===== src/design/fixed_point_dense_neuron_macros.svh =====
// assertion macros shared by the fixed point dense neuron rtl
// expects clk and rst_n in the scope of each use
`ifndef FIXED_POINT_DENSE_NEURON_MACROS_SVH
`define FIXED_POINT_DENSE_NEURON_MACROS_SVH

// property checked at every clock edge outside reset
`define FPDN_ASSERT(label, prop, msg) \
  label: assert property (@(posedge clk) disable iff (!rst_n) prop) \
    else $error(msg);

// condition in one cycle implies a check in the next cycle
`define FPDN_ASSERT_NEXT(label, cond, check, msg) \
  label: assert property (@(posedge clk) disable iff (!rst_n) (cond) |=> (check)) \
    else $error(msg);

`endif


===== src/design/fpdn_pkg.sv =====
// shared types and constants of the fixed point dense neuron
// no dependencies
package fpdn_pkg;

  localparam int CFG_INDEX_W = 3;
  localparam int CFG_DATA_W  = 32;

  // configuration register indexes
  localparam logic [CFG_INDEX_W-1:0] REG_FRAC_BITS     = 3'd0;
  localparam logic [CFG_INDEX_W-1:0] REG_BIAS_ENABLE   = 3'd1;
  localparam logic [CFG_INDEX_W-1:0] REG_RELU_ENABLE   = 3'd2;
  localparam logic [CFG_INDEX_W-1:0] REG_WEIGHT_SCALE  = 3'd3;
  localparam logic [CFG_INDEX_W-1:0] REG_WEIGHT_OFFSET = 3'd4;
  localparam logic [CFG_INDEX_W-1:0] REG_BIAS_SCALE    = 3'd5;
  localparam logic [CFG_INDEX_W-1:0] REG_BIAS_OFFSET   = 3'd6;

  typedef struct packed {
    logic [5:0]         frac_bits;
    logic               bias_enable;
    logic               relu_enable;
    logic signed [31:0] weight_scale;
    logic signed [31:0] weight_offset;
    logic signed [31:0] bias_scale;
    logic signed [31:0] bias_offset;
  } cfg_t;

  // one dequantized term as it waits between front and back
  typedef struct packed {
    logic signed [31:0] weight;
    logic signed [31:0] activation;
    logic               last_term;
    logic signed [31:0] bias;
  } term_t;

endpackage


===== src/design/fpdn_front.sv =====
// front end: accepts input items and dequantizes weight and bias
// depends on fpdn_pkg
module fpdn_front #(
  parameter int WEIGHT_BITS = 16
) (
  input  logic                          clk,
  input  logic                          rst_n,
  input  fpdn_pkg::cfg_t                cfg,
  input  logic                          push,
  output logic                          full,
  input  logic signed [WEIGHT_BITS-1:0] weight_raw,
  input  logic signed [31:0]            activation,
  input  logic                          last_term,
  input  logic signed [WEIGHT_BITS-1:0] bias_raw,
  output logic                          q_wr,
  output fpdn_pkg::term_t               q_data,
  input  logic                          q_full
);

  logic                 valid_r, valid_nxt;
  fpdn_pkg::term_t      item_r, item_nxt;
  logic                 load;
  logic signed [31:0]   weight_ext, bias_ext;

  assign weight_ext = 32'(weight_raw);
  assign bias_ext   = 32'(bias_raw);

  assign full   = valid_r && q_full;
  assign load   = push && !full;
  assign q_wr   = valid_r && !q_full;
  assign q_data = item_r;

  always_comb begin
    valid_nxt           = load || (valid_r && q_full);
    item_nxt.weight     = cfg.weight_scale * weight_ext + cfg.weight_offset;
    item_nxt.activation = activation;
    item_nxt.last_term  = last_term;
    item_nxt.bias       = cfg.bias_scale * bias_ext + cfg.bias_offset;
  end

  always_ff @(posedge clk) begin
    if (!rst_n) begin
      valid_r <= 1'b0;
    end else begin
      valid_r <= valid_nxt;
    end
  end

  always_ff @(posedge clk) begin
    if (load) begin
      item_r <= item_nxt;
    end
  end

endmodule


===== config.mk =====
export PLATFORM = sky130hd
export DESIGN_NAME = fpdn_front
export DESIGN_NICKNAME = d
export VERILOG_FILES = /design/src/design/fixed_point_dense_neuron_macros.svh /design/src/design/fpdn_pkg.sv /design/src/design/fpdn_front.sv
export SDC_FILE = /design/constraint.sdc
export NUM_CORES = 2
export LEC_CHECK = 0
export ABC_AREA = 1
export BUFFER_PORTS_ARGS = -buffer_cell sky130_fd_sc_hd__buf_2
export CORE_UTILIZATION = 45
export CTS_CLUSTER_SIZE = 40
export DETAILED_ROUTE_END_ITERATION = 8
export GPL_TIMING_DRIVEN = 0
export SYNTH_ARGS = -nofsm -noshare
export SYNTH_HDL_FRONTEND = slang
export SYNTH_SLANG_ARGS = --single-unit
export TNS_END_PERCENT = 30

===== constraint.sdc =====
create_clock -name clk -period 6.6 [get_ports clk]
set_input_delay 0.66 -clock clk [delete_from_list [all_inputs] [get_ports clk]]
set_output_delay 0.66 -clock clk [all_outputs]
set_load 0.02 [all_outputs]

==> metrics.cfg <==
[clock_network]
cts.sinks = 98
postCtsHoldBufs = 0
cts.path.max_buffers = 2
clock_latency_ps = 400
htree_levels = 3
path_clk_slew_ps = 100
cts_buffers = 9
root_buffer = clkbuf_16
cts_tree = built

[synthesis]
synth-async-reset-ratio_pct = 0
syn_area_per_cell_um2 = 8.12
synth_fp_nets = 4746
ys_types = 46
ys_ff_latch = 98
ys_seq_area_share_pct = 9.82
yosysTopAreaCell = fa_1
syn_area_um2 = 29900
synth_flop_cell = edfxtp_1
ys.warnings.count = 0
synth_top_area_share_pct = 44.8
synthTopCellsByArea = fa_1 (45%), inv_1 (15%), nand2_1 (12%), edfxtp_1 (9.8%), ha_1 (8.1%)
synthCells = 3679
synth_enable_flop_cells = 97

[floorplanning]
io_pins = 304
fp.dieH_um = 260
initial_core_util_pct = 45.4
core_area_um2 = 65700
die_width_um = 260
core.rowCount = 94
fp.dieArea_um2 = 67400

[sta]
worst_pin_slew_ps = 965
slew_headroom_pct = 35.7
timing.final.hold_violations = 0
maxSlewViolCount = 0
totalNegativeSetupSlack_ps = 0
rsz0062_at_grt = yes
skew_ps = 27.7
fmax_ghz = 0.154
finalCriticalPeriod_ps = 6500
post-route-period-util_pct = 98.5
setup_viol = 0

[layout]
final_area_um2 = 32600
nets = 5010
area_delta_synth_final_pct = 9.27
mostFrequentLayoutCells = inv_1 (1179), nand2_1 (978), fa_1 (668)
drive_above_1_share_pct = 9.83
final_common_cell = inv_1
nFillCells = 6578
final_core_util_pct = 49.6

[placement]
place_area_um2 = 32300
portBuffers = 257
dp_hpwl_um = 73700
gp_congestion = 0.935

[status]
status = completed

[worst_setup_path]
cp-start-kind = primary input
critPathCaptureType = flip-flop
required_ps = 6770
cp_max_fo = 10
arrival_ps = 6670
crit_type = in2reg

[detailed_routing]
antenna_left = 0
drcViolationCount = 0
wl_um = 84800
viasPerCell = 4.83
wl_per_cell_um = 17.6
num_vias = 23300
firstDrtPassIters = 6
drtIter0Drc = 1555

[worst_hold_path]
hold_path_class = in2reg

[flow_run]
drv_cap = 0

[global_route]
overflow = 0
grtUsageTotal_pct = 26.3
grt_max_degree = 32
first_global_vias = 24300
antenna_found_initial = 7
grt_pass1_wl_um = 133000

synthesized netlist by cell type, types with 2 or more instances:
cell and n:
a21oi_1 64, nand2_2 13, ha_1 194, buf_1 12, inv_2 9, o21bai_1 6
buf_2 15, inv_1 1179, nor3_2 3, or2_2 13, o211ai_1 3, nor2_1 72
a21o_1 9, buf_4 4, nor3_1 8, o2111ai_1 2, nand3_1 65, xor2_1 35
nand3b_1 7, nand4_1 11, nand3_2 4, fa_1 668, nand2_1 978, o21ai_1 9
a21oi_2 2, a31oi_1 5, a221oi_1 2, edfxtp_1 97, o21ai_0 27, a211oi_1 2
clkbuf_1 120, xnor2_1 27
state kept, by name, summed over array words and instances (netlist names):
name / count
q_data: 97
valid_r: 1
kinds of logic (layout without fill, tap and decap cells):
logic type	count (synthesis)	in the layout	synth area share [%]
buffers and inverters	1341	1610	17.0
and+or+nand+nor	1177	1177	15.7
adders and majority gates	862	862	52.9
AOI/OAI and AO/OA	139	139	2.74
DFF	98	98	9.82
xor gates and xnor gates	62	62	1.82
other	0	1	0
through the flow:
step	instances	setup WS (ps)	hold slack (ps)
after global placement	4800	-1570	536
after global routing	4812	-96.1	414
final	4813	97.1	435
after floorplan	3679	681	463
after CTS	4813	13.6	409
after detailed placement	4803	-913	537
cell type report:
class	instances	area [µm²]	share of cell area, %
tap	864	1080	3.31
buffer	145	639	1.96
antenna	1	2.50	0.00767
clock inverter	7	67.6	0.207
multi-input combinational	2240	21900	67.0
inverter	1189	4460	13.7
sequential	98	2930	8.99
timing repair buffer	260	1350	4.13
clock buffer	9	225	0.690
routing by layer:
metal | track usage [%] | share of wire [%] | vias to the layer above
li1 | - | - | 10800
met1 | 35.4 | 44 | 11500
met2 | 42.0 | 45 | 785
met3 | 6.34 | 8.6 | 127
met4 | 7.92 | 2.8 | 12
met5 | 0 | 0.092 | -
path summary, 6_finish.rpt:
path / cells after the start / slack (ps) / from / endpoint
worst max register to register: 5 / 4780 / valid_r$_SDFF_PN0_ / q_data[26]$_DFFE_PP_
worst max-delay path: 21 / 100 / cfg[47] / q_data[31]$_DFFE_PP_
worst min register to register: 2 / 530 / valid_r$_SDFF_PN0_ / valid_r$_SDFF_PN0_
worst min-delay path: 1 / 440 / last_term / q_data[32]$_DFFE_PP_
worst max-delay path: stages:
cell      delay (ps)
clkbuf_1         300
clkbuf_1         560
nand2_1          170
fa_1             540
fa_1             540
inv_1             50
fa_1             500
fa_1             520
fa_1             490
inv_1             50
fa_1             480
inv_1             40
ha_1             340
a21oi_1          240
o21ai_0          140
a21oi_1          170
nand3_1          270
nand2_1          130
nand3_1          230
nand3_1          170
nand2_1           60
repair_timing:
| item | in CTS | in global routing |
|---|---|---|
| setup buffers | 0 | 0 |
| gates resized for setup | 10 | 65 |
| endpoints found under the setup margin | 27 | 20 |
Power is left out: the tool's default activity adds up to more than one toggle a clock period on the data nets, which glitch-free logic cannot reach.
