--- src/design/fixed_point_dense_neuron_macros.svh ---
// assertion macros shared by the fixed point dense neuron rtl
// expects clk and rst_n in the scope of each use
`ifndef FIXED_POINT_DENSE_NEURON_MACROS_SVH
`define FIXED_POINT_DENSE_NEURON_MACROS_SVH

// property checked at every clock edge outside reset
`define FPDN_ASSERT(label, prop, msg) \
  label: assert property (@(posedge clk) disable iff (!rst_n) prop) \
    else $error(msg);

// condition in one cycle implies a check in the next cycle
`define FPDN_ASSERT_NEXT(label, cond, check, msg) \
  label: assert property (@(posedge clk) disable iff (!rst_n) (cond) |=> (check)) \
    else $error(msg);

`endif

--- src/design/fpdn_pkg.sv ---
// shared types and constants of the fixed point dense neuron
// no dependencies
package fpdn_pkg;

  localparam int CFG_INDEX_W = 3;
  localparam int CFG_DATA_W  = 32;

  // configuration register indexes
  localparam logic [CFG_INDEX_W-1:0] REG_FRAC_BITS     = 3'd0;
  localparam logic [CFG_INDEX_W-1:0] REG_BIAS_ENABLE   = 3'd1;
  localparam logic [CFG_INDEX_W-1:0] REG_RELU_ENABLE   = 3'd2;
  localparam logic [CFG_INDEX_W-1:0] REG_WEIGHT_SCALE  = 3'd3;
  localparam logic [CFG_INDEX_W-1:0] REG_WEIGHT_OFFSET = 3'd4;
  localparam logic [CFG_INDEX_W-1:0] REG_BIAS_SCALE    = 3'd5;
  localparam logic [CFG_INDEX_W-1:0] REG_BIAS_OFFSET   = 3'd6;

  typedef struct packed {
    logic [5:0]         frac_bits;
    logic               bias_enable;
    logic               relu_enable;
    logic signed [31:0] weight_scale;
    logic signed [31:0] weight_offset;
    logic signed [31:0] bias_scale;
    logic signed [31:0] bias_offset;
  } cfg_t;

  // one dequantized term as it waits between front and back
  typedef struct packed {
    logic signed [31:0] weight;
    logic signed [31:0] activation;
    logic               last_term;
    logic signed [31:0] bias;
  } term_t;

endpackage

--- src/design/fpdn_back.sv ---
// back end: product, shift and round, accumulate, bias and relu
// depends on fpdn_pkg and fixed_point_dense_neuron_macros.svh
`include "fixed_point_dense_neuron_macros.svh"

module fpdn_back (
  input  logic            clk,
  input  logic            rst_n,
  input  fpdn_pkg::cfg_t  cfg,
  input  logic            q_empty,
  input  fpdn_pkg::term_t q_data,
  output logic            q_rd,
  input  logic            out_full,
  output logic            out_wr,
  output logic [31:0]     out_data
);

  logic               adv;

  logic               s1_valid_r, s1_valid_nxt;
  logic signed [63:0] prod_r, prod_nxt;
  logic               s1_last_r;
  logic [31:0]        s1_bias_r;

  logic               s2_valid_r, s2_valid_nxt;
  logic [31:0]        term_r, term_nxt;
  logic               s2_last_r;
  logic [31:0]        s2_bias_r;

  logic [31:0]        acc_r, acc_nxt;
  logic signed [63:0] shifted;
  logic [31:0]        sum, total;

  assign adv          = !out_full;
  assign q_rd         = adv && !q_empty;
  assign s1_valid_nxt = !q_empty;
  assign s2_valid_nxt = s1_valid_r;

  assign prod_nxt = 64'(q_data.weight) * 64'(q_data.activation);

  always_comb begin
    shifted  = prod_r >>> cfg.frac_bits;
    term_nxt = shifted[31:0] - {31'd0, prod_r[63]};
  end

  always_comb begin
    sum   = acc_r + term_r;
    total = cfg.bias_enable ? (sum + s2_bias_r) : sum;
    if (cfg.relu_enable && total[31]) begin
      total = '0;
    end
    out_wr   = adv && s2_valid_r && s2_last_r;
    out_data = total;
    acc_nxt  = acc_r;
    if (adv && s2_valid_r) begin
      acc_nxt = s2_last_r ? '0 : sum;
    end
  end

  always_ff @(posedge clk) begin
    if (!rst_n) begin
      s1_valid_r <= 1'b0;
      s2_valid_r <= 1'b0;
      acc_r      <= '0;
    end else begin
      if (adv) begin
        s1_valid_r <= s1_valid_nxt;
        s2_valid_r <= s2_valid_nxt;
      end
      acc_r <= acc_nxt;
    end
  end

  always_ff @(posedge clk) begin
    if (adv) begin
      prod_r    <= prod_nxt;
      s1_last_r <= q_data.last_term;
      s1_bias_r <= q_data.bias;
      term_r    <= term_nxt;
      s2_last_r <= s1_last_r;
      s2_bias_r <= s1_bias_r;
    end
  end

  `FPDN_ASSERT(a_rd_not_empty, q_rd |-> !q_empty, "term queue read while empty")
  `FPDN_ASSERT(a_wr_not_full, out_wr |-> !out_full, "result written into full queue")
  `FPDN_ASSERT(a_relu_nonneg, (out_wr && cfg.relu_enable) |-> !out_data[31], "relu let a negative through")
  `FPDN_ASSERT_NEXT(a_acc_clear, out_wr, acc_r == '0, "accumulator not cleared after last term")

endmodule
--- config.mk ---
export PLATFORM = sky130hd
export DESIGN_NAME = fpdn_back
export DESIGN_NICKNAME = d
export VERILOG_FILES = /design/src/design/fpdn_pkg.sv /design/src/design/fpdn_back.sv
export VERILOG_INCLUDE_DIRS = /design/src /design/src/design
export SDC_FILE = /design/constraint.sdc
export NUM_CORES = 2
export LEC_CHECK = 0
export BUFFER_PORTS_ARGS = -buffer_cell sky130_fd_sc_hd__buf_2
export CAP_MARGIN = 15
export CORE_MARGIN = 3
export CORE_UTILIZATION = 60
export DETAILED_ROUTE_END_ITERATION = 10
export GPL_TIMING_DRIVEN = 0
export PLACE_DENSITY = 0.9
export SLEW_MARGIN = 20
export SYNTH_ARGS = -nofsm -noshare
export SYNTH_HDL_FRONTEND = slang
export SYNTH_SLANG_ARGS = --single-unit
--- constraint.sdc ---
create_clock -name clk -period 13.4 [get_ports clk]
set_input_delay 1.34 -clock clk [delete_from_list [all_inputs] [get_ports clk]]
set_output_delay 1.34 -clock clk [all_outputs]
set_load 0.05 [all_outputs]
==> metrics.txt <==
status finished, final reports clean; post-synth top area cell fa_1; core area 0.0826 sq mm; number of global-route vias before repair 42,900; CTS clk-pin slew, worst paths 80 ps; worst hold-check path type reg2reg; synthesis-to-finish area growth 5.46%; cts hold-fix bufs 0; largest net degree at the start of global routing 95; initial core utilization 61.0%; Worst path max stage delay 910 ps; headroom to the max-slew limit 13.7%; DR pass1 iterations 7; register area share after synthesis 11.0%; top post-synthesis cells by area fa_1 (43%), edfxtp_1 (9.7%), inv_1 (7.4%); Final Hold Viols 0; Async S/R FF share, synth 0%; Max-Cap Viols 0; CP arrival 11,180 ps; TritonCTS clock tree built; Die X 296 microns; clock latency on the worst-skew pair 460 ps; # DRC 0; vias 40,500; post-place setup slack 2210 ps; Cell Area, Synth 0.0504 sq mm; total track usage 40.9%; Synth Area per Inst 9.78 sq um; Die Height 296 microns; synth unique cells 89; Placed Instances 6,360; Worst Hold Margin 425 ps; final period utilization 82.1%; initial antenna violation count 19; WP data required 13,580 ps; commonest cells after routing, fill and taps aside fa_1 (1,083), inv_1 (993), nand2_1 (609); # setup viols final 0; CTS Buffer Depth 2; DR iter-0 viols 4,462; final WL 174 mm; CTS root buffer clkbuf_16; critical path endpoint category flip-flop; top fanout value on the critical path 10; fillers 6,556; Mapped Cells 5,153; final max-slew violation count 0; Worst Setup Start Kind input port; CTS resizes 0; TritonCTS buffer count 17; transition time of the tightest slew-check pin 1290 ps; I/O pin count 271; slowest cell on the critical path clkbuf_1; first-pass GRT wire length 261 mm; top-area cell type share of the netlist area 43.1%; CTS HTree Levels 4; setup TNS 0 ps; post-route antenna net violation count 0; vias per cell 6.33; clock sinks 196; Final WS setup 2400 ps; share of cells above drive strength 1 6.44%; Finished Layout Cells 6,409; Yosys warnings 0; maximum clock rate 90.9 MHz; Post-CTS Setup Bufs 0; unrepaired setup endpoints after global routing false; register bit total from synthesis 196; ys flop type edfxtp_1; FP Rows 105; critical-path cell list buf_2, clkbuf_1, nand2_1, fa_1, inv_1, fa_1, inv_1, fa_1, fa_1, inv_1, fa_1, fa_1, fa_1, fa_1, ha_1, clkbuf_1, and4_1, nand3_1, a211oi_1, nor3_1, a2111oi_1, o21ai_0, nand4_1, nand3_1; post-DP HPWL 144 mm; nets 6,880; die area 0.0875 sq mm; WL/cell 27.1 microns; commonest non-fill, non-tap cell in the layout fa_1; post-route minimum period 11,000 ps; Crit Path Category in2reg; clock skew 16.0 ps; remaining global-route overflow 0; IO Port Bufs 136; EDFF count, synth 162; Critical Path Most Common Cell fa_1; syn_nets 6,722; GPL Wtd Cong 1.06
## flip-flops by register name, indices dropped and copies added, names as in the netlist
| register | count |
|---|---|
| prod_r | 64 |
| acc_r | 32 |
| s1_bias_r | 32 |
| s2_bias_r | 32 |
| term_r | 32 |
| s1_last_r | 1 |
| s1_valid_r | 1 |
| s2_last_r | 1 |
| s2_valid_r | 1 |
## Yosys cell counts, types with 18 or more instances
master    count
nor2_1      136
nor2b_1      50
clkbuf_1    240
fa_1       1084
a22oi_1      32
and3_1       19
nand3_1      40
a21o_1       59
ha_1        248
a31oi_1      18
nor3_1       28
xnor2_1      95
mux2i_1      71
o21a_1       20
inv_1       994
nand2_1     609
nand4_1      20
mux4_2       81
a211oi_1     29
dfxtp_1      34
and2_1      517
a21oi_1     147
mux2_2       27
nand2b_1     21
xor2_1       51
o21bai_1     22
o21ai_0      76
edfxtp_1    162
## worst max-delay path: cells and delay by family
family	cells	cell delay (ps)
adders and majority gates	9	4850
and+or+nand+nor	6	1380
AOI/OAI and AO/OA	3	1580
buffers and inverters	6	2010
## per-stage QoR
step | instance area, sq um | util [%]
2_1_floorplan | 50400 | -
6_report | 53200 | 64.3
3_3_place_gp | 52400 | 63.4
3_5_place_dp | 52500 | 63.5
5_1_grt | 53100 | 64.3
4_1_cts | 53100 | 64.2
## worst paths after layout
check,start,end,cells after the start,slack [ps]
setup / recovery,q_data[41],prod_r[62]$_DFFE_PN_,24,2400
hold / removal,s1_bias_r[21]$_DFFE_PN_,s2_bias_r[21]$_DFFE_PN_,0,420
setup reg to reg,prod_r[20]$_DFFE_PN_,term_r[28]$_DFFE_PN_,12,9260
hold reg to reg,s1_bias_r[21]$_DFFE_PN_,s2_bias_r[21]$_DFFE_PN_,0,420
## final cells by class
cell class / count / area [sq um] / share of cell area, %
Antenna cell: 15 / 37.5 / 0.0706
Buffer: 275 / 1130 / 2.12
Clock buffer: 17 / 425 / 0.800
Clock inverter: 15 / 195 / 0.367
Inverter: 996 / 3750 / 7.05
Multi-Input combinational cell: 3686 / 40000 / 75.3
Sequential cell: 196 / 5550 / 10.4
Tap cell: 1070 / 1340 / 2.52
Timing Repair Buffer: 139 / 734 / 1.38
## metal layers
| metal | wire length (microns) | GRT usage (%) | vias to the layer above |
|---|---|---|---|
| met5 | 459 | 0.542 | - |
| met4 | 14900 | 26.6 | 21 |
| met3 | 23700 | 14.3 | 831 |
| met2 | 75400 | 61.8 | 3084 |
| met1 | 59400 | 50.3 | 20200 |
| li1 | - | - | 16400 |
## cell families after synthesis
family                   count (synthesis)  share of synthesized area (%)
buffers and inverters                 1271                           9.63
AND/OR/NAND/NOR                       1496                           14.9
XOR/XNOR                               147                           2.58
multiplexers                           180                           5.66
flip-flops                             196                           11.0
AO/OA/AOI/OAI                          531                           7.04
adder cells (fa/ha/maj)               1332                           49.2
Power is not shown: default switching activity piles up to over one toggle a cycle in this logic, so the estimate is an artifact.
