$ cat src/design/fixed_point_dense_neuron_macros.svh
// assertion macros shared by the fixed point dense neuron rtl
// expects clk and rst_n in the scope of each use
`ifndef FIXED_POINT_DENSE_NEURON_MACROS_SVH
`define FIXED_POINT_DENSE_NEURON_MACROS_SVH

// property checked at every clock edge outside reset
`define FPDN_ASSERT(label, prop, msg) \
  label: assert property (@(posedge clk) disable iff (!rst_n) prop) \
    else $error(msg);

// condition in one cycle implies a check in the next cycle
`define FPDN_ASSERT_NEXT(label, cond, check, msg) \
  label: assert property (@(posedge clk) disable iff (!rst_n) (cond) |=> (check)) \
    else $error(msg);

`endif

$ cat src/design/fpdn_fifo.sv
// small first-in first-out queue of flop storage
// no package dependency
module fpdn_fifo #(
  parameter int WIDTH = 8,
  parameter int DEPTH = 4
) (
  input  logic             clk,
  input  logic             rst_n,
  input  logic             wr_en,
  input  logic [WIDTH-1:0] wr_data,
  output logic             full,
  input  logic             rd_en,
  output logic [WIDTH-1:0] rd_data,
  output logic             empty
);

  localparam int PTR_W = (DEPTH > 1) ? $clog2(DEPTH) : 1;
  localparam int CNT_W = $clog2(DEPTH + 1);
  localparam logic [PTR_W-1:0] PTR_LAST = PTR_W'(DEPTH - 1);
  localparam logic [CNT_W-1:0] CNT_FULL = CNT_W'(DEPTH);

  logic [WIDTH-1:0] mem_r [DEPTH];
  logic [PTR_W-1:0] wr_ptr_r, wr_ptr_nxt;
  logic [PTR_W-1:0] rd_ptr_r, rd_ptr_nxt;
  logic [CNT_W-1:0] count_r, count_nxt;
  logic             do_wr, do_rd;

  assign full    = (count_r == CNT_FULL);
  assign empty   = (count_r == '0);
  assign do_wr   = wr_en && !full;
  assign do_rd   = rd_en && !empty;
  assign rd_data = mem_r[rd_ptr_r];

  always_comb begin
    wr_ptr_nxt = wr_ptr_r;
    rd_ptr_nxt = rd_ptr_r;
    count_nxt  = count_r;
    if (do_wr) begin
      wr_ptr_nxt = (wr_ptr_r == PTR_LAST) ? '0 : wr_ptr_r + PTR_W'(1);
    end
    if (do_rd) begin
      rd_ptr_nxt = (rd_ptr_r == PTR_LAST) ? '0 : rd_ptr_r + PTR_W'(1);
    end
    if (do_wr && !do_rd) begin
      count_nxt = count_r + CNT_W'(1);
    end else if (do_rd && !do_wr) begin
      count_nxt = count_r - CNT_W'(1);
    end
  end

  always_ff @(posedge clk) begin
    if (!rst_n) begin
      wr_ptr_r <= '0;
      rd_ptr_r <= '0;
      count_r  <= '0;
    end else begin
      wr_ptr_r <= wr_ptr_nxt;
      rd_ptr_r <= rd_ptr_nxt;
      count_r  <= count_nxt;
    end
  end

  always_ff @(posedge clk) begin
    if (do_wr) begin
      mem_r[wr_ptr_r] <= wr_data;
    end
  end

endmodule

$ cat config.mk
export PLATFORM = sky130hd
export DESIGN_NAME = fpdn_fifo
export DESIGN_NICKNAME = d
export VERILOG_FILES = /design/src/design/fixed_point_dense_neuron_macros.svh /design/src/design/fpdn_fifo.sv
export SDC_FILE = /design/constraint.sdc
export NUM_CORES = 1
export LEC_CHECK = 0
export BUFFER_PORTS_ARGS = -buffer_cell sky130_fd_sc_hd__buf_2
export CAP_MARGIN = 15
export CORE_AREA = 5 5 70 72
export CTS_CLUSTER_SIZE = 20
export DETAILED_ROUTE_END_ITERATION = 10
export DIE_AREA = 0 0 75 77
export HOLD_SLACK_MARGIN = 0.03
export PLACE_DENSITY = 0.6
export SETUP_SLACK_MARGIN = 0.1
export SYNTH_ARGS = -nofsm -noshare
export SYNTH_HDL_FRONTEND = slang
export SYNTH_SLANG_ARGS = --single-unit
$ cat constraint.sdc
create_clock -name clk -period 3.2 [get_ports clk]
set_input_delay 0 -clock clk [delete_from_list [all_inputs] [get_ports clk]]
set_output_delay 0 -clock clk [all_outputs]
set_load 0.1 [all_outputs]
==> flow_summary.ini, run 1 <==
[yosys]
synthesis.instances = 93
synth_fa_ha_area_frac = 0.0583
yosys_warnings = 0
synth_sequential_area_ratio = 0.700
syn-mean-instance-area_um2 = 17.5
synth.most_common_cell = edfxtp_1
yosysUniqueCellTypes = 23
syn_area_um2 = 1630
yosys.area.top_type_share = 0.589
synthesis.nets = 112
synth_top_area_cell = edfxtp_1
synth_edf_count = 32
synth_compound_area_frac = 0.0184
yosys.area_share.simple = 0.0660
synth_top_family_by_area = multiplexers
synth_seq_cells = 41
synth_common_cells = 32 x edfxtp_1, 9 x dfxtp_1, 8 x mux4_2
async_flop_share = 0
synth_mux_area_frac = 0.129
synth_xor_xnor_area_share = 0.0107
ys_top_cells_by_area = edfxtp_1 59%, dfxtp_1 11%, mux4_2 11%
ys.flop_type = edfxtp_1

[critical_path]
slowest_delay_ns = 0.52
endpoint_kind = register
path_max_fanout = 5
critPathArrivalTime_ns = 2.53
critPathLaunchType = register
startpoint = count_r[1]$_SDFFE_PN0P_
critical_path_buf_inv_count = 1
r2r_setup_slack_ns = 0.88
path_cells = o31ai_1 > ha_1 > inv_1 > fa_1 > xor2_1 > or3_1 > a21boi_0
required_ns = 3.41
timing.rr.start = count_r[1]$_SDFFE_PN0P_
critical_path.slowest_cell = o31ai_1
cp_top_family = compound AO/OA/AOI/OAI gates
criticalPathCategory = reg2reg

[place]
placedCellCount = 162
gp_congestion = 0.655
port_buffers = 21
place_hpwl_mm = 1.86
placed_cell_area_um2 = 1780

[detailed_routing]
drt-initial-drc-count = 23
finalWirelength_mm = 2.67
num_vias = 848
firstDrtPassIters = 4
drc = 0
ant_nets = 0
wl_per_cell_um = 15.0
viasPerCell = 4.76

[timing]
clock_skew_ns = 0.00456
maxSlewViolCount = 0
relSlewSlack = 0.612
fin_crit_sh = 0.724
finalSetupViolations = 0
worst_slew_pin_slew_ns = 0.581
hold_viol = 0
tns_ns = 0
rsz0062_at_grt = false
period_needed_ns = 2.32
clock.fmax_mhz = 432

[clocking]
cts_made_buffers = 5
cts_tree = done
clk-insertion-delay-late_ns = 0.29
cts_sinks = 41
ctsHtreeMaxLevel = 2
clk_path_buf_depth = 2
path_clk_slew_ns = 0.07
root_buffer = clkbuf_8
ctsResizeCount = 0

[power_and_ir_drop]
p_per_area_nw_per_um2 = 924
swShare = 0.436
power.leakage_nw = 0.711
clockPowerShare = 0.187
pwr-share-comb = 0.410
p_switching_w = 0.000787
ir_drop_mv = 0.430
intPower_w = 0.00102
share_seq_of_total_power = 0.403

[finish]
fin_cells = 178
final_area_um2 = 1950
nNetsFinal = 144
antenna_cells = 0
drive_gt1_frac = 0.286
syn_to_final_growth_pct = 19.8
fillers = 391

[hold_path]
min-delay-start = rst_n
holdCritPathClass = in2reg

[global_routing]
grt_max_degree = 13
grt_overflow_total = 0
grtUsageTotal = 0.107
antenna_found_initial = 0
grt_pass1_wl_mm = 4.28
grt_pass1_vias = 911

[die]
die_w_um = 75
die_area_um2 = 5780
die_h_um = 77
start_util = 0.385
core_um2 = 4230
num_rows = 24
ioPinCount = 22

[run_status]
status = completed

[flow_run]
cap_violations = 0
[logic make-up after synthesis]
logic type,after synthesis
buffers and inverters,7
muxes,11
AOI/OAI and AO/OA,5
and+or+nand+nor,20
adders and majority gates,7
DFF,41
xor gates and xnor gates,2
[routing by layer]
metal	part of all wire	up-vias	GRT usage
li1	-	411	-
met1	0.41	415	0.113
met2	0.51	17	0.168
met3	0.060	5	0.0536
met4	0.021	0	0.0623
met5	0	-	0
[worst register-to-register path, cell delays in order, from the launching register on]
cell and delay [ns]:
dfxtp_1 0.37, o31ai_1 0.52, ha_1 0.29, inv_1 0.06, fa_1 0.37, xor2_1 0.16, or3_1 0.30, a21boi_0 0.18
[final timing paths]
check	endpoint	cells past startpoint
setup / recovery	count_r[2]$_SDFFE_PN0P_	7
hold / removal	wr_ptr_r[0]$_SDFFE_PN0P_	3
setup reg to reg	count_r[2]$_SDFFE_PN0P_	7
hold reg to reg	wr_ptr_r[1]$_SDFFE_PN0P_	2
[flip-flops by register name, summed over array words and instances, names as in the netlist, named ones only]
name	count
wr_ptr_r	2
count_r	3
mem_r	32
rd_ptr_r	2
[timing repair]
item	CTS	global route
buffers inserted	0	0
hold endpoints to repair	32	0
hold buffers	8	0
[stage by stage]
step / util / power, W / hold WS [ns] / worst slack, ns
3_3_place_gp: 0.421 / 0.00146 / 0.210 / 1.00
4_1_cts: 0.461 / 0.00183 / 0.0458 / 0.846
6_report: 0.461 / 0.00181 / 0.0506 / 0.883
5_1_grt: 0.461 / 0.00190 / 0.0580 / 0.664
3_5_place_dp: 0.421 / 0.00149 / 0.218 / 0.836
2_1_floorplan: - / 0.00137 / 0.0989 / 0.295
[placed cells by master (no fill, tap or decap), types with 2 or more instances in the layout]
cell type	instances
buf_2	21
nor2b_1	2
clkbuf_8	6
nor2_1	2
o21ai_0	3
nand2_1	6
dfxtp_1	9
and2_1	5
clkbuf_1	2
ha_1	6
dlygate4sd3_1	8
nand3_1	2
mux2i_1	3
edfxtp_1	32
inv_1	3
mux4_2	8
[layout make-up]
| class | count | area [um2] | share of cell area |
|---|---|---|---|
| multi-input combinational | 45 | 460 | 0.236 |
| timing repair buffer | 29 | 185 | 0.0948 |
| inverter | 3 | 11.3 | 0.00577 |
| clock buffer | 8 | 90.1 | 0.0461 |
| sequential | 41 | 1140 | 0.584 |
| tap | 52 | 65.1 | 0.0333 |
[power by group through the flow]
stage	combinational [W]	clock, W	sequential (W)
after CTS	0.000754	0.000349	0.000732
after global placement	0.000729	0	0.000735
after floorplan	0.000667	0	0.000698
after global routing	0.000785	0.000373	0.000744
final	0.000741	0.000337	0.000727
after detailed placement	0.000745	0	0.000743
Note: power is estimated with default switching activity, not from simulation.
==> run 2, diff against run 1 <==
--- a/config.mk
+++ b/config.mk
@@ -5,14 +5,15 @@
 export SDC_FILE = /design/constraint.sdc
 export NUM_CORES = 1
 export LEC_CHECK = 0
+export ABC_AREA = 1
 export BUFFER_PORTS_ARGS = -buffer_cell sky130_fd_sc_hd__buf_2
 export CAP_MARGIN = 15
-export CORE_AREA = 5 5 70 72
+export CORE_AREA = 5 5 72 74
 export CTS_CLUSTER_SIZE = 20
 export DETAILED_ROUTE_END_ITERATION = 10
-export DIE_AREA = 0 0 75 77
+export DIE_AREA = 0 0 77 79
 export HOLD_SLACK_MARGIN = 0.03
-export PLACE_DENSITY = 0.6
+export PLACE_DENSITY = 0.61
 export SETUP_SLACK_MARGIN = 0.1
 export SYNTH_ARGS = -nofsm -noshare
 export SYNTH_HDL_FRONTEND = slang
==> constraint.sdc (replaced) <==
create_clock -name clk -period 2.06 [get_ports clk]
set_input_delay 0 -clock clk [delete_from_list [all_inputs] [get_ports clk]]
set_output_delay 0 -clock clk [all_outputs]
set_load 0.1 [all_outputs]
==> flow_summary.ini, run 2 <==
[critical_path]
endpoint_kind = register
slowest_delay_ns = 0.41
critPathLaunchType = register
reg2reg_depth = 9
criticalPathCategory = reg2reg
path_cells = nor2_1 > nand2_1 > nand2_2 > inv_1 > ha_1 > inv_1 > fa_1 > o21ai_0 > nor2_1
timing.rr.end = count_r[1]$_SDFFE_PN0P_
required_ns = 2.24
path_max_fanout = 4
timing.rr.start = count_r[1]$_SDFFE_PN0P_
critPathArrivalTime_ns = 2.01
critical_path.slowest_cell = fa_1
r2r_setup_slack_ns = 0.23

[hold_path]
min-delay-start = rd_en
holdCritPathClass = in2reg
holdPathStages = 4

[timing]
tns_ns = 0
layout_setup_ws_ns = 0.229
maxSlewViolCount = 0
worst_slew_pin_slew_ns = 0.491
clock_skew_ns = 0.00560
rsz0062_at_grt = true
clock.fmax_mhz = 546
relSlewSlack = 0.675
fin_crit_sh = 0.889
finalSetupViolations = 0
whs_ns = 0.0749
period_needed_ns = 1.83
hold_viol = 0

[global_routing]
grt_pass1_vias = 1303
grtUsageTotal = 0.123
grt_overflow_total = 0
grt_max_degree = 17
antenna_found_initial = 0
grt_pass1_wl_mm = 5.66

[finish]
mostFrequentLayoutCell = nor2_1
antenna_cells = 0
nNetsFinal = 210
largest_reg_flops = 32
largestRegisters = mem_r: 32 flops, count_r: 3 flops
layout_common_cells = 33 x nor2_1, 32 x edfxtp_1, 21 x buf_2
top_register = mem_r
drive_gt1_frac = 0.250
fin_util = 0.476
syn_to_final_growth_pct = 27.5

[place]
place_hpwl_mm = 2.28
port_buffers = 21
gp_congestion = 0.803
place_ws_ns = 0.204

[detailed_routing]
routed-wl-met2_mm = 1.75
top_layer_used = met4
wl_met1_mm = 1.36
wl_met3_um = 174
num_vias = 1174
drc = 0
viasPerCell = 4.77
ant_nets = 0
finalWirelength_mm = 3.34
firstDrtPassIters = 4
drt-initial-drc-count = 51
wl_per_cell_um = 13.6

[die]
die_w_um = 77
die_h_um = 79
die_area_um2 = 6080
num_rows = 25
start_util = 0.373
ioPinCount = 22
core_um2 = 4540

[yosys]
yosys_warnings = 0
synth_mux_area_frac = 0
async_flop_share = 0
synth_top_area_cell = edfxtp_1
synth_compound_area_frac = 0.0953
synth_common_cells = 33 x nor2_1, 32 x edfxtp_1, 18 x inv_1
syn_area_um2 = 1690
synth.most_common_cell = nor2_1
synth_sequential_area_ratio = 0.674
synth_xor_xnor_area_share = 0
synth_fa_ha_area_frac = 0.0562
synth_seq_cells = 41
yosys.area_share.simple = 0.119
synthesis.instances = 148
syn-mean-instance-area_um2 = 11.4
synth_top_family_by_area = simple AND/OR/NAND/NOR gates
ys.flop_type = edfxtp_1
yosysUniqueCellTypes = 18
synthesis.nets = 167
yosys.area.top_type_share = 0.568
synth_edf_count = 32
ys_top_cells_by_area = edfxtp_1 57%, dfxtp_1 11%, nor2_1 7.3%

[clocking]
path_clk_slew_ns = 0.07
root_buffer = clkbuf_8
cts_sinks = 41
clk_path_buf_depth = 2
clk-insertion-delay-late_ns = 0.28
cts_tree = done
ctsHtreeMaxLevel = 2
cts_made_buffers = 5

[run_status]
status = completed

[flow_run]
cap_violations = 0
==> run 2: worst max path at each step <==
stage,start,endpoint,slack [ns],cells after the start
after global placement,count_r[1]$_SDFFE_PN0P_,count_r[1]$_SDFFE_PN0P_,0.28,9
after CTS,count_r[1]$_SDFFE_PN0P_,count_r[1]$_SDFFE_PN0P_,0.19,9
after detailed placement,count_r[1]$_SDFFE_PN0P_,count_r[1]$_SDFFE_PN0P_,0.20,9
after global routing,count_r[0]$_SDFFE_PN0P_,count_r[1]$_SDFFE_PN0P_,0.09,9
final,count_r[1]$_SDFFE_PN0P_,count_r[1]$_SDFFE_PN0P_,0.23,9
after floorplan,count_r[1]$_SDFFE_PN0P_,count_r[1]$_SDFFE_PN0P_,0.37,9
==> run 2: kinds of logic (layout without fill, tap and decap cells) <==
group / count (synthesis) / after routing
AO/OA/AOI/OAI: 28 / 28
flip-flops: 41 / 41
AND/OR/NAND/NOR: 51 / 51
buffers and inverters: 21 / 65
adder cells (fa/ha/maj): 7 / 7
==> run 2: final cells by class <==
type	count	area [um2]
Fill cell	414	2380
Sequential cell	41	1140
Multi-Input combinational cell	86	510
Timing Repair Buffer	38	260
Clock buffer	6	72.6
Inverter	19	71.3
Tap cell	54	67.6
Clock inverter	2	33.8
==> run 2: through the flow <==
step | area (um2) | instances
final | 2160 | 246
after global routing | 2160 | 246
after CTS | 2150 | 245
after detailed placement | 1930 | 226
after global placement | 1930 | 226
after floorplan | 1740 | 148
==> run 2: metal layers <==
metal  track usage  vias up
met3        0.0420        4
met2         0.224       25
met5             0        -
li1              -      584
met4        0.0550        0
met1         0.127      561
==> run 2: timing repair <==
item,in CTS,in global routing
hold endpoints to repair,40,0
setup endpoints to repair,2,2
gates resized for setup,1,1
pin swaps,0,1
setup buffers,0,1
cloned,0,0
hold buffers,11,0
==> run 2: critical path: cells and delay by family, from the launching register on <==
family                   cells  cell delay [ns]
AND/OR/NAND/NOR              4             0.46
AO/OA/AOI/OAI                1             0.18
flip-flops                   1             0.34
buffers and inverters        2             0.14
adder cells (fa/ha/maj)      2             0.61
Power of run 2 is left out: the tool's default activity adds up to more than one toggle a clock period on the data nets, which glitch-free logic cannot reach.
==> run 3, diff against run 2 <==
--- a/config.mk
+++ b/config.mk
@@ -7,11 +7,11 @@
 export LEC_CHECK = 0
 export ABC_AREA = 1
 export BUFFER_PORTS_ARGS = -buffer_cell sky130_fd_sc_hd__buf_2
-export CAP_MARGIN = 15
-export CORE_AREA = 5 5 72 74
+export CAP_MARGIN = 20
+export CORE_AREA = 2 2 69 71
 export CTS_CLUSTER_SIZE = 20
 export DETAILED_ROUTE_END_ITERATION = 10
-export DIE_AREA = 0 0 77 79
+export DIE_AREA = 0 0 71 73
 export HOLD_SLACK_MARGIN = 0.03
 export PLACE_DENSITY = 0.61
 export SETUP_SLACK_MARGIN = 0.1
==> flow_summary.ini, run 3 (synthesis results as in run 2) <==
[run_status]
status = completed

[flow_run]
cap_violations = 0

[timing]
maxSlewViolCount = 0
worst_slew_pin_slew_ns = 0.488
fin_crit_sh = 0.861
clock.fmax_mhz = 564
rsz0062_at_grt = false
hold_viol = 0
tns_ns = 0
finalSetupViolations = 0
relSlewSlack = 0.677
period_needed_ns = 1.77
clock_skew_ns = 0.00113

[critical_path]
path_cells = inv_1 > o21ai_0 > o22ai_2 > buf_2
endpoint_kind = output pin
critPathLaunchType = register
r2r_setup_slack_ns = 0.29
timing.rr.start = count_r[1]$_SDFFE_PN0P_
slowest_delay_ns = 0.44
timing.rr.end = count_r[2]$_SDFFE_PN0P_
path_max_fanout = 9
criticalPathCategory = reg2out
critical_path.slowest_cell = buf_2
reg2reg_depth = 13
critPathArrivalTime_ns = 1.77
required_ns = 2.06

[place]
port_buffers = 21
gp_congestion = 0.749
place_hpwl_mm = 2.21

[detailed_routing]
ant_nets = 0
finalWirelength_mm = 3.26
drt-initial-drc-count = 63
wl_per_cell_um = 13.4
num_vias = 1166
firstDrtPassIters = 4
drc = 0
viasPerCell = 4.78

[hold_path]
min_to = rd_ptr_r[1]$_SDFFE_PN0P_
holdCritPathClass = in2reg
holdPathStages = 4
min-delay-start = rd_en

[clocking]
clk_path_buf_depth = 2
root_buffer = clkbuf_8
cts_made_buffers = 5
ctsHtreeMaxLevel = 2
cts_tree = done
clk-insertion-delay-late_ns = 0.28
cts_setup_buffers = 0
path_clk_slew_ns = 0.07
cts_sinks = 41

[global_routing]
grt_max_degree = 17
grt_pass1_wl_mm = 5.23
grtUsageTotal = 0.134
antenna_found_initial = 0
grt_overflow_total = 0
grt_pass1_vias = 1138

[die]
die_area_um2 = 5180
die_h_um = 73
core_um2 = 4540
ioPinCount = 22
die_w_um = 71
start_util = 0.373
num_rows = 25

[finish]
fin_util = 0.469
nNetsFinal = 208
top_register = mem_r
syn_to_final_growth_pct = 25.6
largest_reg_flops = 32
antenna_cells = 0
layout_common_cells = 32 x nor2_1, 32 x edfxtp_1, 21 x buf_2
drive_gt1_frac = 0.258
largestRegisters = mem_r: 32 flops, count_r: 3 flops
-- run 3: cell count changes in the layout (fill, tap and decap cells not counted), sizes merged --
cell,previous run,this run
dlygate4sd3,11,10
clkbuf,6,8
clkinv,1,0
buf,27,26
bufinv,1,0
-- run 3: worst max path at each step --
stage | to | slack (ns) | depth (start not counted)
5_1_grt | rd_data[2] | 0.13 | 4
4_1_cts | count_r[2]$_SDFFE_PN0P_ | 0.21 | 13
3_3_place_gp | count_r[1]$_SDFFE_PN0P_ | 0.29 | 9
2_1_floorplan | count_r[1]$_SDFFE_PN0P_ | 0.37 | 9
6_report | rd_data[2] | 0.29 | 4
3_5_place_dp | count_r[2]$_SDFFE_PN0P_ | 0.22 | 13
-- run 3: layer usage --
| metal | vias up | global-route usage | share of wire |
|---|---|---|---|
| met5 | - | 0 | 0 |
| met4 | 0 | 0.0377 | 0.010 |
| met3 | 4 | 0.0442 | 0.061 |
| met2 | 38 | 0.238 | 0.52 |
| met1 | 542 | 0.156 | 0.41 |
| li1 | 582 | - | - |
-- run 3: per-stage QoR --
step                cells  setup slack [ns]  cell area (um2)  hold WS, ns
floorplan             148             0.370             1740       0.0989
global placement      226             0.289             1930        0.217
detailed placement    226             0.221             1930        0.227
CTS                   244             0.207             2110        0.114
global route          244             0.127             2130        0.103
finish                244             0.286             2130       0.0765
-- run 3: cell type report --
cell class / count / area (um2)
sequential: 41 / 1140
fill: 418 / 2410
tap: 54 / 67.6
clock buffer: 8 / 80.1
timing repair buffer: 36 / 243
inverter: 19 / 71.3
multi-input combinational: 86 / 520
-- run 3: critical path: cells and delay by family (launching register included) --
| family | cells | cell delay, ns |
|---|---|---|
| buffers and inverters | 2 | 0.75 |
| AOI/OAI and AO/OA | 2 | 0.30 |
| DFF | 1 | 0.43 |
-- run 3: repair_timing --
action,in CTS,in global routing
resized for setup,0,6
hold buffers,10,0
setup endpoints to repair,0,2
endpoints found under the hold margin,41,0
Power of run 3 is left out for the same reason.
